<file path="config.mk">
export PLATFORM = sky130hd
export DESIGN_NAME = radio_band_window_controller
export DESIGN_NICKNAME = d
export VERILOG_FILES = /design/src/sv/rbwc_pkg.sv /design/src/sv/rbwc_cfg.sv /design/src/sv/rbwc_next.sv /design/src/sv/radio_band_window_controller.sv
export SDC_FILE = /design/constraint.sdc
export NUM_CORES = 1
export LEC_CHECK = 0
export ABC_AREA = 1
export BUFFER_PORTS_ARGS = -buffer_cell sky130_fd_sc_hd__buf_2
export CAP_MARGIN = 20
export CORE_MARGIN = 2
export CORE_UTILIZATION = 50
export DETAILED_ROUTE_END_ITERATION = 6
export PLACE_DENSITY = 0.7
export SYNTH_ARGS = -nofsm -noshare
export SYNTH_HDL_FRONTEND = slang
export SYNTH_HIERARCHICAL = 1
export SYNTH_SLANG_ARGS = --single-unit
</file>
<file path="constraint.sdc">
create_clock -name clk_i -period 8.6 [get_ports clk_i]
set_input_delay 1.72 -clock clk_i [delete_from_list [all_inputs] [get_ports clk_i]]
set_output_delay 1.72 -clock clk_i [all_outputs]
set_load 0.005 [all_outputs]
</file>
<file path="src/sv/rbwc_pkg.sv">
// ----------------------------------------------------------------------------
// rbwc_pkg
// Shared types, codes and helpers for the radio band window controller.
// ----------------------------------------------------------------------------
`default_nettype none

package rbwc_pkg;

  localparam int unsigned CountW  = 16;
  localparam int unsigned TimeW   = 32;
  localparam int unsigned CfgIdxW = 1;
  localparam int unsigned CfgDataW = 16;

  localparam logic [CountW-1:0] CountMax = '1;

  // Reset values of the configuration registers.
  localparam logic        FixModeRst      = 1'b1;
  localparam logic [15:0] LatchTimeoutRst = 16'd1000;

  // Configuration register indexes.
  typedef enum logic [CfgIdxW-1:0] {
    CFG_FIX_MODE      = 1'b0,
    CFG_LATCH_TIMEOUT = 1'b1
  } cfg_idx_e;

  // Event codes carried by one input beat.
  typedef enum logic [2:0] {
    EV_TICK          = 3'd0,
    EV_START_HF_TX   = 3'd1,
    EV_TX_COMPLETE   = 3'd2,
    EV_RECOVER_RX    = 3'd3,
    EV_PRI_TX_START  = 3'd4,
    EV_PRI_TX_DONE   = 3'd5,
    EV_HF_TX_LOST    = 3'd6,
    EV_QUEUE_HF_TX   = 3'd7
  } kind_e;

  typedef struct packed {
    logic        fix_mode;
    logic [15:0] latch_timeout_ms;
  } cfg_t;

  typedef struct packed {
    logic              band_hf;
    logic              radio_busy;
    logic              rx_armed;
    logic              hf_window;
    logic              tx_latch;
    logic [TimeW-1:0]  latch_stamp;
    logic              forced_modem;
    logic              pending_tx;
    logic [CountW-1:0] attempts;
    logic [CountW-1:0] bails;
    logic [CountW-1:0] force_clears;
  } state_t;

  localparam state_t StateRst = '{
    band_hf:      1'b0,
    radio_busy:   1'b0,
    rx_armed:     1'b1,
    hf_window:    1'b0,
    tx_latch:     1'b0,
    latch_stamp:  '0,
    forced_modem: 1'b0,
    pending_tx:   1'b0,
    attempts:     '0,
    bails:        '0,
    force_clears: '0
  };

  // Saturating increment of a status counter.
  function automatic logic [CountW-1:0] sat_inc(input logic [CountW-1:0] v);
    sat_inc = (v == CountMax) ? v : v + CountW'(1);
  endfunction

endpackage

`default_nettype wire

</file>
<file path="src/sv/rbwc_cfg.sv">
// ----------------------------------------------------------------------------
// rbwc_cfg
// Configuration register file: fix mode and latch timeout.
// ----------------------------------------------------------------------------
`default_nettype none

module rbwc_cfg (
  input  wire logic                          clk_i,
  input  wire logic                          rst_ni,
  input  wire logic                          wr_en_i,
  input  wire logic [rbwc_pkg::CfgIdxW-1:0]  wr_idx_i,
  input  wire logic [rbwc_pkg::CfgDataW-1:0] wr_data_i,
  output rbwc_pkg::cfg_t                     cfg_o
);

  rbwc_pkg::cfg_t cfg_q, cfg_d;

  always_comb begin
    cfg_d = cfg_q;
    if (wr_en_i) begin
      unique case (rbwc_pkg::cfg_idx_e'(wr_idx_i))
        rbwc_pkg::CFG_FIX_MODE:      cfg_d.fix_mode = wr_data_i[0];
        rbwc_pkg::CFG_LATCH_TIMEOUT: cfg_d.latch_timeout_ms = wr_data_i;
        default: cfg_d = cfg_q;
      endcase
    end
  end

  always_ff @(posedge clk_i or negedge rst_ni) begin
    if (!rst_ni) begin
      cfg_q.fix_mode         <= rbwc_pkg::FixModeRst;
      cfg_q.latch_timeout_ms <= rbwc_pkg::LatchTimeoutRst;
    end else begin
      cfg_q <= cfg_d;
    end
  end

  assign cfg_o = cfg_q;

endmodule

`default_nettype wire

</file>
<file path="src/sv/rbwc_next.sv">
// ----------------------------------------------------------------------------
// rbwc_next
// Next-state logic: applies one event to the controller state.
// ----------------------------------------------------------------------------
`default_nettype none

module rbwc_next (
  input  wire rbwc_pkg::cfg_t             cfg_i,
  input  wire rbwc_pkg::state_t           state_i,
  input  wire logic [2:0]                 kind_i,
  input  wire logic [rbwc_pkg::TimeW-1:0] time_now_i,
  output rbwc_pkg::state_t                state_o
);

  logic [rbwc_pkg::TimeW-1:0] latch_age;
  logic                       latch_expired;

  // Age is taken modulo 2^32, so a wrapped clock still gives the right answer.
  assign latch_age     = time_now_i - state_i.latch_stamp;
  assign latch_expired = latch_age >= {16'd0, cfg_i.latch_timeout_ms};

  always_comb begin
    rbwc_pkg::state_t s;
    logic             go;
    s  = state_i;
    go = 1'b1;
    unique case (rbwc_pkg::kind_e'(kind_i))
      rbwc_pkg::EV_TICK: begin
        if (s.tx_latch) begin
          if (!cfg_i.fix_mode || !latch_expired) begin
            go = 1'b0;
          end else begin
            s.tx_latch     = 1'b0;
            s.forced_modem = 1'b0;
            s.force_clears = rbwc_pkg::sat_inc(s.force_clears);
          end
        end
        if (go) begin
          if (!s.hf_window) begin
            // Opening only happens with the radio idle, so the switch succeeds.
            if (!s.radio_busy) begin
              s.attempts  = rbwc_pkg::sat_inc(s.attempts);
              s.band_hf   = 1'b1;
              s.rx_armed  = 1'b0;
              s.hf_window = 1'b1;
              if (s.pending_tx) begin
                s.pending_tx   = 1'b0;
                s.forced_modem = 1'b1;
                s.radio_busy   = 1'b1;
                s.tx_latch     = 1'b1;
                s.latch_stamp  = time_now_i;
              end
            end
          end else begin
            if (cfg_i.fix_mode) begin
              s.forced_modem = 1'b0;
            end
            s.attempts = rbwc_pkg::sat_inc(s.attempts);
            if (s.radio_busy) begin
              s.bails = rbwc_pkg::sat_inc(s.bails);
              // Legacy mode ignores the refusal and drops the window anyway.
              if (!cfg_i.fix_mode) begin
                s.hf_window = 1'b0;
              end
            end else begin
              s.band_hf   = 1'b0;
              s.rx_armed  = 1'b1;
              s.hf_window = 1'b0;
            end
          end
        end
      end
      rbwc_pkg::EV_START_HF_TX: begin
        if (!s.radio_busy) begin
          s.forced_modem = 1'b1;
          s.radio_busy   = 1'b1;
          s.tx_latch     = 1'b1;
          s.latch_stamp  = time_now_i;
        end
      end
      rbwc_pkg::EV_TX_COMPLETE: begin
        s.forced_modem = 1'b0;
        s.tx_latch     = 1'b0;
        s.radio_busy   = 1'b0;
      end
      rbwc_pkg::EV_RECOVER_RX: begin
        if (cfg_i.fix_mode) begin
          s.forced_modem = 1'b0;
          s.band_hf      = 1'b0;
          s.rx_armed     = 1'b1;
        end else if (s.forced_modem) begin
          s.band_hf  = 1'b1;
          s.rx_armed = 1'b0;
        end else begin
          s.band_hf  = 1'b0;
          s.rx_armed = 1'b1;
        end
      end
      rbwc_pkg::EV_PRI_TX_START: begin
        s.radio_busy = 1'b1;
        s.rx_armed   = 1'b0;
      end
      rbwc_pkg::EV_PRI_TX_DONE: begin
        s.radio_busy = 1'b0;
        s.rx_armed   = 1'b1;
      end
      rbwc_pkg::EV_HF_TX_LOST: begin
        s.radio_busy = 1'b0;
      end
      rbwc_pkg::EV_QUEUE_HF_TX: begin
        s.pending_tx = 1'b1;
      end
      default: s = state_i;
    endcase
    state_o = s;
  end

endmodule

`default_nettype wire

</file>
<file path="src/sv/radio_band_window_controller.sv">
// ----------------------------------------------------------------------------
// radio_band_window_controller
// Time-division band window controller for a dual-band radio.
// ----------------------------------------------------------------------------
// Each input beat is one radio event (kind_i) with the current millisecond
// time (time_now_i). The block answers every event with exactly one result
// beat that reports the controller state after the event: band, window,
// receiver, busy, latch, forced-modem and queued flags, a consistency flag,
// and three saturating counters. An accepted event lands in an input
// register; the next-state logic then applies it to the state register,
// which doubles as the result register, once the result slot is free or
// being emptied. One event per cycle is sustained while results are taken.
// The input register keeps accepting while a result waits, until both are
// occupied; the critical path is the 32-bit latch age subtract and compare.
// Configuration writes (index 0 fix mode, index 1 latch timeout) are always
// ready and should only be issued while no event is in flight.
// ----------------------------------------------------------------------------
`default_nettype none

module radio_band_window_controller (
  input  wire logic                          clk_i,
  input  wire logic                          rst_ni,
  // Configuration write channel.
  input  wire logic                          cfg_valid_i,
  output      logic                          cfg_ready_o,
  input  wire logic [rbwc_pkg::CfgIdxW-1:0]  cfg_index_i,
  input  wire logic [rbwc_pkg::CfgDataW-1:0] cfg_data_i,
  // Event channel.
  input  wire logic                          in_valid_i,
  output      logic                          in_ready_o,
  input  wire logic [2:0]                    kind_i,
  input  wire logic [31:0]                   time_now_i,
  // Result channel.
  output      logic                          out_valid_o,
  input  wire logic                          out_ready_i,
  output      logic                          band_is_hf_o,
  output      logic                          window_open_o,
  output      logic                          primary_rx_armed_o,
  output      logic                          tx_busy_o,
  output      logic                          latch_set_o,
  output      logic                          modem_forced_hf_o,
  output      logic                          tx_queued_o,
  output      logic                          state_consistent_o,
  output      logic [15:0]                   switch_attempt_count_o,
  output      logic [15:0]                   switch_bail_count_o,
  output      logic [15:0]                   latch_clear_count_o
);

  rbwc_pkg::cfg_t   cfg;
  rbwc_pkg::state_t state_q, state_d, state_nxt;

  logic        in_valid_q, in_valid_d;
  logic [2:0]  kind_q;
  logic [31:0] time_now_q;
  logic        out_valid_q, out_valid_d;
  logic        advance;
  logic        in_fire;

  // Configuration writes never stall.
  assign cfg_ready_o = 1'b1;

  rbwc_cfg u_cfg (
    .clk_i     (clk_i),
    .rst_ni    (rst_ni),
    .wr_en_i   (cfg_valid_i),
    .wr_idx_i  (cfg_index_i),
    .wr_data_i (cfg_data_i),
    .cfg_o     (cfg)
  );

  // The held event moves into the state when the result slot is free or is
  // being emptied in this same cycle.
  assign advance    = in_valid_q && (!out_valid_q || out_ready_i);
  assign in_ready_o = !in_valid_q || advance;
  assign in_fire    = in_valid_i && in_ready_o;

  always_comb begin
    in_valid_d = in_valid_q;
    if (in_fire) begin
      in_valid_d = 1'b1;
    end else if (advance) begin
      in_valid_d = 1'b0;
    end
  end

  always_comb begin
    out_valid_d = out_valid_q;
    if (advance) begin
      out_valid_d = 1'b1;
    end else if (out_ready_i) begin
      out_valid_d = 1'b0;
    end
  end

  rbwc_next u_next (
    .cfg_i      (cfg),
    .state_i    (state_q),
    .kind_i     (kind_q),
    .time_now_i (time_now_q),
    .state_o    (state_nxt)
  );

  // The state only moves when a result is produced, so it stays put while
  // the result beat it reports is waiting to be taken.
  assign state_d = advance ? state_nxt : state_q;

  always_ff @(posedge clk_i or negedge rst_ni) begin
    if (!rst_ni) begin
      in_valid_q  <= 1'b0;
      out_valid_q <= 1'b0;
      state_q     <= rbwc_pkg::StateRst;
    end else begin
      in_valid_q  <= in_valid_d;
      out_valid_q <= out_valid_d;
      state_q     <= state_d;
    end
  end

  // Event payload register; qualified by in_valid_q.
  always_ff @(posedge clk_i) begin
    if (in_fire) begin
      kind_q     <= kind_i;
      time_now_q <= time_now_i;
    end
  end

  assign out_valid_o            = out_valid_q;
  assign band_is_hf_o           = state_q.band_hf;
  assign window_open_o          = state_q.hf_window;
  assign primary_rx_armed_o     = state_q.rx_armed;
  assign tx_busy_o              = state_q.radio_busy;
  assign latch_set_o            = state_q.tx_latch;
  assign modem_forced_hf_o      = state_q.forced_modem;
  assign tx_queued_o            = state_q.pending_tx;
  assign state_consistent_o     = state_q.hf_window == state_q.band_hf;
  assign switch_attempt_count_o = state_q.attempts;
  assign switch_bail_count_o    = state_q.bails;
  assign latch_clear_count_o    = state_q.force_clears;

endmodule

`default_nettype wire

</file>
==> results of run 1 <==
cell families after synthesis:
kind of cell / after synthesis / synth area share, %
simple gates: 1100 / 38.43
buf+inv: 395 / 14.92
compound gates: 173 / 7.411
flops: 141 / 30.64
fa+ha+maj: 51 / 5.326
xor+xnor: 45 / 3.251
other cells: 1 / 0.03094
routing by layer:
layer,up-vias,GRT usage [%]
met3,43,3.584
met2,385,42.01
met5,-,0
li1,6037,-
met4,0,8.182
met1,5399,35.24
power breakdown:
group	switching (W)	leakage (nW)	internal, W
Combinational	0.00117	5.02	0.000617
Sequential	0.000163	1.73	0.000813
Clock	0.000324	0.288	0.000408
Total	0.00165	7.04	0.00184
cells in the final DEF, fill, tap and decap left out, types with 2 or more instances in the layout:
master / instances
a211oi_1: 2
a21oi_1: 66
buf_2: 113
buf_4: 11
clkbuf_16: 17
clkinv_4: 4
dfrtp_1: 97
dfstp_2: 8
edfxtp_1: 35
ha_1: 50
inv_1: 264
inv_2: 8
inv_4: 2
inv_6: 5
inv_8: 2
nand2_1: 665
nand2_2: 10
nand3_1: 262
nand3b_1: 4
nand4_1: 19
nor2_1: 92
nor2_2: 7
nor2_4: 2
nor3_1: 23
nor3b_1: 3
nor4_1: 6
o21ai_0: 87
o21ai_1: 8
o21bai_1: 3
xnor2_1: 10
xor2_1: 35
cell type report:
| cell class | count | share of cell area, % |
|---|---|---|
| clock buffers | 17 | 3.272 |
| clock inverters | 15 | 1.145 |
| inverters | 273 | 7.882 |
| multi-input cells | 1370 | 50.86 |
| flip-flops and latches | 141 | 28.57 |
| well taps | 319 | 3.070 |
| repair buffers | 125 | 5.197 |
sequential cells by signal (all words and copies together) (netlist names), 3 cells and up:
| register | count |
|---|---|
| state_q | 32 |
| time_now_q | 32 |
| u_cfg/cfg_o | 17 |
| latch_clear_count_o | 16 |
| switch_attempt_count_o | 16 |
| switch_bail_count_o | 16 |
| kind_q | 3 |
metrics by stage:
step	area [µm²]	power, W	util [%]
floorplan	12120	0.002327	-
global placement	12400	0.002700	52.51
detailed placement	12400	0.002743	52.51
CTS	12970	0.003493	54.94
global route	13000	0.003810	55.06
finish	13000	0.003492	55.06
critical path: cells and delay by family, from the launching register on:
| family | cells | cell delay (ns) |
|---|---|---|
| AND/OR/NAND/NOR | 21 | 3.00 |
| adder cells (fa/ha/maj) | 3 | 0.83 |
| AO/OA/AOI/OAI | 3 | 0.47 |
| flip-flops | 1 | 0.36 |
| buffers and inverters | 2 | 0.19 |
| XOR/XNOR | 1 | 0.10 |
worst paths after layout:
check | endpoint | slack [ns] | cells past startpoint
max | state_q[58] | 3.51 | 30
min | u_cfg/cfg_o[8] | 0.46 | 2
max reg2reg | state_q[58] | 3.51 | 30
min in group asynchronous | u_cfg/cfg_o[10] | 1.36 | 1
max in group asynchronous | u_cfg/cfg_o[0] | 6.01 | 2
min reg2reg | u_cfg/cfg_o[8] | 0.46 | 2
==> qor.json, run 1 <==
{
  "timing": {
    "pins_over_their_slew_limit": 0,
    "final-setup-viol-count": 0,
    "setup_skew_ns": 0.01232,
    "worst_slack_ns": 3.511,
    "max_slew.worst_pin.slew_ns": 0.8424,
    "grt_setup_unrepaired": "no",
    "maxSlewHeadroom_pct": 43.64,
    "final_clock_period_utilization_by_the_worst_path_pct": 59.18,
    "fin_crit_ns": 5.089,
    "max_clock_freq_mhz": 196.5,
    "hold_viol": 0,
    "setup_total_negative_slack_ns": 0,
    "hold-worst-slack_ns": 0.4635
  },
  "grt": {
    "grt_pass1_vias": 10757,
    "grtUsageTotal_pct": 25.69,
    "initial_antenna_violation_count": 0,
    "grt_start_max_net_pins": 76,
    "first_pass_grt_wire_length_mm": 53.83,
    "grt-ovfl-total": 0
  },
  "placed_design": {
    "pre_cts_slack_ns": 3.635,
    "place.gp.congestion": 0.9147,
    "portBuffers": 114,
    "hpwlAfterDp_mm": 23.14,
    "placed_instance_count": 2227
  },
  "finish": {
    "filler_cell_count": 2358,
    "share_of_post_route_cells_with_drive_strength_above_1_pct": 10.20,
    "multi_input_area_um2": 6613,
    "layout.area.seq_um2": 3715,
    "layoutNonFillerInstCount": 2260,
    "synthToLayoutAreaGrowth_pct": 7.256,
    "diodes": 0,
    "fin_nets": 2036
  },
  "synthesis": {
    "postSynthRegisterBits": 141,
    "synthMostInstantiatedCell": "nand2_1",
    "post-synth-top-area-cell": "nand2_1",
    "netlist.area_leader.share_pct": 20.62,
    "synth_enable_flop_cells": 35,
    "synth.yosys.warnings": 6,
    "synth_seq_area_share_pct": 30.64,
    "syn_inst": 1906,
    "ys_dominant_reg_cell": "dfrtp_1",
    "synthArstFlopShare_pct": 75.18,
    "yosys.cell_types.count": 47,
    "syn-num-nets": 2014,
    "post_synth_main_area_contributors": "nand2_1 21%, dfrtp_1 20%, nand3_1 11%, edfxtp_1 8.7%, inv_1 8.2%",
    "syn_area_um2": 12120,
    "post_synth.cell_area_avg_um2": 6.360,
    "synth_common_cells": "666 x nand2_1, 265 x inv_1, 262 x nand3_1"
  },
  "route": {
    "highest-signal-layer": "met4",
    "vias_per_cell": 5.250,
    "vias": 11864,
    "routed_wirelength_mm": 32.65,
    "post-route-drc-count": 0,
    "drtAntennaViolNets": 0,
    "drt-initial-drc-count": 972,
    "wl_met2_mm": 15.04,
    "wire_per_inst_um": 14.45,
    "detailedRoute.firstPassIterationCount": 5,
    "routed-wl-met3_mm": 1.966,
    "wl_met1_mm": 14.95
  },
  "critical_path": {
    "arrival_time_of_data_at_the_critical_path_endpoint_ns": 5.41,
    "timing.critical_path.slowest_stage_cell": "nand2_2",
    "end_kind": "flop",
    "startpoint": "time_now_q[0]",
    "worstPathMaxFanout": 43,
    "critical-path-top-cell-by-count": "nand2_1",
    "critPathMaxStageDelay_ns": 0.78,
    "regToRegStartpoint": "time_now_q[0]",
    "timing.critical_path.required_ns": 8.92,
    "critical_path.startpoint_type": "flop",
    "timing_worst_setup_path_type": "reg -> reg"
  },
  "floorplan": {
    "dieArea_um2": 25500,
    "core.rowCount": 56,
    "vert_die_dim_um": 159.7,
    "initial_core_util_pct": 51.34,
    "die_width_um": 159.7,
    "number_of_ports_placed_on_the_die_boundary": 116,
    "floorplan.core_area_um2": 23610
  },
  "clock_network": {
    "cts_post_setup_buffers_inserted": 0,
    "cts_buffers": 17,
    "ctsHoldBuffers": 0,
    "clk_pin_slew_ns": 0.07,
    "tritoncts_clock_tree": "built",
    "clock_sinks": 141,
    "post_cts.resized_instances": 0,
    "h-tree-depth": 4,
    "clock-root-buffer": "clkbuf_16",
    "ctsLongestPathBuffers": 2,
    "clkLatencyLatePin_ns": 0.43
  },
  "power_and_ir_drop": {
    "static-leakage-power_nw": 7.041,
    "p_per_area_nw_per_um2": 268.6,
    "power.ir.vdd_worst_uv": 119.0
  },
  "status": {
    "status": "finished, final reports clean"
  },
  "flow_run": {
    "number_of_max_cap_violations": 0
  },
  "min_path": {
    "min_path_type": "reg -> reg",
    "min_from": "u_cfg/cfg_o[8]"
  }
}
No activity file was read; power rests on OpenSTA's default activity.
==> run 2, diff against run 1 <==
clock period = 5.2 ns   (was 8.6 ns; I/O delays follow)
==> qor.json, run 2 (synthesis results as in run 1) <==
{
  "route": {
    "post-route-drc-count": {"value": 0, "change": "unchanged"},
    "routed-wl-met3": {"value": 2.059, "unit": "mm", "change": "+4.7%"},
    "wl_met2": {"value": 15.79, "unit": "mm", "change": "+5.0%"},
    "drtAntennaViolNets": {"value": 0, "change": "unchanged"},
    "drt-initial-drc-count": {"value": 1209, "change": "+24%"},
    "vias": {"value": 11980, "change": "+0.98%"},
    "vias_per_cell": {"value": 5.296, "change": "+0.89%"},
    "wl_met1": {"value": 15.66, "unit": "mm", "change": "+4.7%"},
    "detailedRoute.firstPassIterationCount": {"value": 5, "change": "unchanged"},
    "wire_per_inst": {"value": 15.03, "unit": "µm", "change": "+4.0%"},
    "routed_wirelength": {"value": 34.00, "unit": "mm", "change": "+4.1%"},
    "highest-signal-layer": "met4"
  },
  "grt": {
    "grt-ovfl-total": {"value": 0, "change": "unchanged"},
    "grt_pass1_vias": {"value": 10935, "change": "+1.7%"},
    "first_pass_grt_wire_length": {"value": 55.31, "unit": "mm", "change": "+2.8%"},
    "grt_start_max_net_pins": {"value": 76, "change": "unchanged"},
    "initial_antenna_violation_count": {"value": 0, "change": "unchanged"},
    "grtUsageTotal": {"value": 26.41, "unit": "%", "change": "+0.72 points"}
  },
  "critical_path": {
    "arrival_time_of_data_at_the_critical_path_endpoint": {"value": 4.89, "unit": "ns", "change": "-0.52 ns"},
    "timing.critical_path.slowest_stage_cell": "buf_4",
    "worstPathMaxFanout": {"value": 73, "change": "+70%"},
    "critical_path.startpoint_type": "flop",
    "timing.critical_path.required": {"value": 5.53, "unit": "ns", "change": "-3.39 ns"},
    "critical-path-top-cell-by-count": "nand2_1",
    "critPathMaxStageDelay": {"value": 0.64, "unit": "ns", "change": "-0.14 ns"},
    "end_kind": "flop",
    "timing_worst_setup_path_type": "reg -> reg"
  },
  "placed_design": {
    "hpwlAfterDp": {"value": 23.98, "unit": "mm", "change": "+3.7%"},
    "pre_cts_slack": {"value": 0.7695, "unit": "ns", "change": "-2.865 ns"},
    "place.gp.congestion": {"value": 0.9273, "change": "+1.4%"},
    "portBuffers": {"value": 114, "change": "unchanged"}
  },
  "timing": {
    "max_slew.worst_pin.slew": {"value": 0.8408, "unit": "ns", "change": "-0.001556 ns"},
    "hold_viol": {"value": 0, "change": "unchanged"},
    "fin_crit": {"value": 4.561, "unit": "ns", "change": "-0.5287 ns"},
    "setup_skew": {"value": 0.01528, "unit": "ns", "change": "+0.002964 ns"},
    "maxSlewHeadroom": {"value": 43.75, "unit": "%", "change": "+0.10 points"},
    "final_clock_period_utilization_by_the_worst_path": {"value": 87.70, "unit": "%", "change": "+29 points"},
    "worst_slack": {"value": 0.6394, "unit": "ns", "change": "-2.871 ns"},
    "final-setup-viol-count": {"value": 0, "change": "unchanged"},
    "max_clock_freq": {"value": 219.3, "unit": "MHz", "change": "+12%"},
    "setup_total_negative_slack": {"value": 0, "unit": "ns", "change": "unchanged"},
    "pins_over_their_slew_limit": {"value": 0, "change": "unchanged"},
    "grt_setup_unrepaired": "no"
  },
  "finish": {
    "commonest_non_fill_non_tap_cell_in_the_layout": "nand2_1",
    "filler_cell_count": {"value": 2429, "change": "+3.0%"},
    "share_of_post_route_cells_with_drive_strength_above_1": {"value": 10.25, "unit": "%", "change": "+0.046 points"},
    "commonest_cells_after_routing_fill_and_taps_aside": "665 x nand2_1, 264 x inv_1, 262 x nand3_1, 113 x buf_2, 97 x dfrtp_1",
    "fin_nets": {"value": 2037, "change": "+0.049%"},
    "synthToLayoutAreaGrowth_pct": 7.411,
    "multi_input_area": {"value": 6613, "unit": "µm²", "change": "unchanged"},
    "layout.area.seq": {"value": 3715, "unit": "µm²", "change": "unchanged"}
  },
  "clock_network": {
    "tritoncts_clock_tree": "built",
    "h-tree-depth": {"value": 4, "change": "unchanged"},
    "cts_post_setup_buffers_inserted": {"value": 0, "change": "unchanged"},
    "clock-root-buffer": "clkbuf_16",
    "clock_sinks": {"value": 141, "change": "unchanged"},
    "clk_pin_slew": {"value": 0.07, "unit": "ns", "change": "about the same"},
    "post_cts.resized_instances": {"value": 0, "change": "unchanged"},
    "cts_buffers": {"value": 17, "change": "unchanged"},
    "ctsLongestPathBuffers": {"value": 2, "change": "unchanged"},
    "ctsHoldBuffers": {"value": 0, "change": "unchanged"},
    "clkLatencyLatePin": {"value": 0.44, "unit": "ns", "change": "about the same"}
  },
  "floorplan": {
    "dieArea": {"value": 25500, "unit": "µm²", "change": "unchanged"},
    "die_width": {"value": 159.7, "unit": "µm", "change": "unchanged"},
    "floorplan.core_area": {"value": 23610, "unit": "µm²", "change": "unchanged"},
    "vert_die_dim": {"value": 159.7, "unit": "µm", "change": "unchanged"},
    "core.rowCount": {"value": 56, "change": "unchanged"},
    "number_of_ports_placed_on_the_die_boundary": {"value": 116, "change": "unchanged"},
    "initial_core_util": {"value": 51.34, "unit": "%", "change": "unchanged"}
  },
  "power_and_ir_drop": {
    "power.ir.vdd_worst": {"value": 225.5, "unit": "µV", "change": "+90%"},
    "static-leakage-power": {"value": 7.042, "unit": "nW", "change": "about the same"},
    "p_per_area": {"value": 448.2, "unit": "nW/µm²", "change": "+67%"}
  },
  "min_path": {
    "min_path_type": "reg -> reg"
  },
  "status": {
    "status": "finished, final reports clean"
  },
  "flow_run": {
    "number_of_max_cap_violations": {"value": 0, "change": "unchanged"}
  }
}
[run 2: cell count changes in the layout (fill, tap and decap cells not counted), sizes merged]
| cell | previous run | this run |
|---|---|---|
| clkbuf | 17 | 18 |
| diode | 0 | 1 |
| inv | 281 | 283 |
| buf | 125 | 126 |
| clkinv | 6 | 1 |
| clkinvlp | 0 | 2 |
[run 2: routing by layer]
metal  global-route usage [%]  up-vias
li1                         -     6038
met1                    36.37     5530
met2                    43.49      384
met3                    4.442       28
met4                    6.198        0
met5                        0        -
[run 2: worst max-delay path, delay by kind of cell (launching register included)]
family / cells / cell delay [ns]
flops: 1 / 0.41
simple gates: 22 / 2.11
compound gates: 3 / 0.16
fa+ha+maj: 3 / 0.83
buf+inv: 2 / 0.76
xor+xnor: 1 / 0.17
[run 2: final cells by class]
type / count / area share, %
Clock buffer: 18 / 3.373
Inverter: 273 / 7.870
Tap cell: 319 / 3.066
Clock inverter: 14 / 1.105
Sequential cell: 141 / 28.53
Multi-Input combinational cell: 1370 / 50.79
Timing Repair Buffer: 126 / 5.247
Antenna cell: 1 / 0.01922
[run 2: through the flow]
stage                     power (W)  area (µm²)  hold slack, ns  utilization, %  instances
after floorplan            0.003848       12120          0.4419               -       1906
after global placement     0.004490       12420          0.4526           52.60       2228
after detailed placement   0.004567       12430          0.4553           52.66       2229
after CTS                  0.005830       13020          0.4667           55.13       2261
after global routing       0.006367       13020          0.4866           55.13       2261
final                      0.005835       13020          0.4635           55.14       2262
[run 2: report_power, final]
part           switching [W]  internal (W)
logic                0.00195       0.00102
clock network       0.000555      0.000691
registers           0.000268       0.00134
total                0.00278       0.00306
[run 2: path summary, 6_finish.rpt]
kind | from | to | slack [ns] | depth (start not counted)
max in group asynchronous | rst_ni | state_q[60] | 3.77 | 2
worst max-delay path | state_q[50] | switch_attempt_count_o[3] | 0.64 | 31
worst min register to register | u_cfg/cfg_o[6] | u_cfg/cfg_o[6] | 0.46 | 2
min in group asynchronous | rst_ni | u_cfg/cfg_o[10] | 0.51 | 1
worst max register to register | state_q[50] | switch_attempt_count_o[3] | 0.64 | 31
worst min-delay path | u_cfg/cfg_o[6] | u_cfg/cfg_o[6] | 0.46 | 2
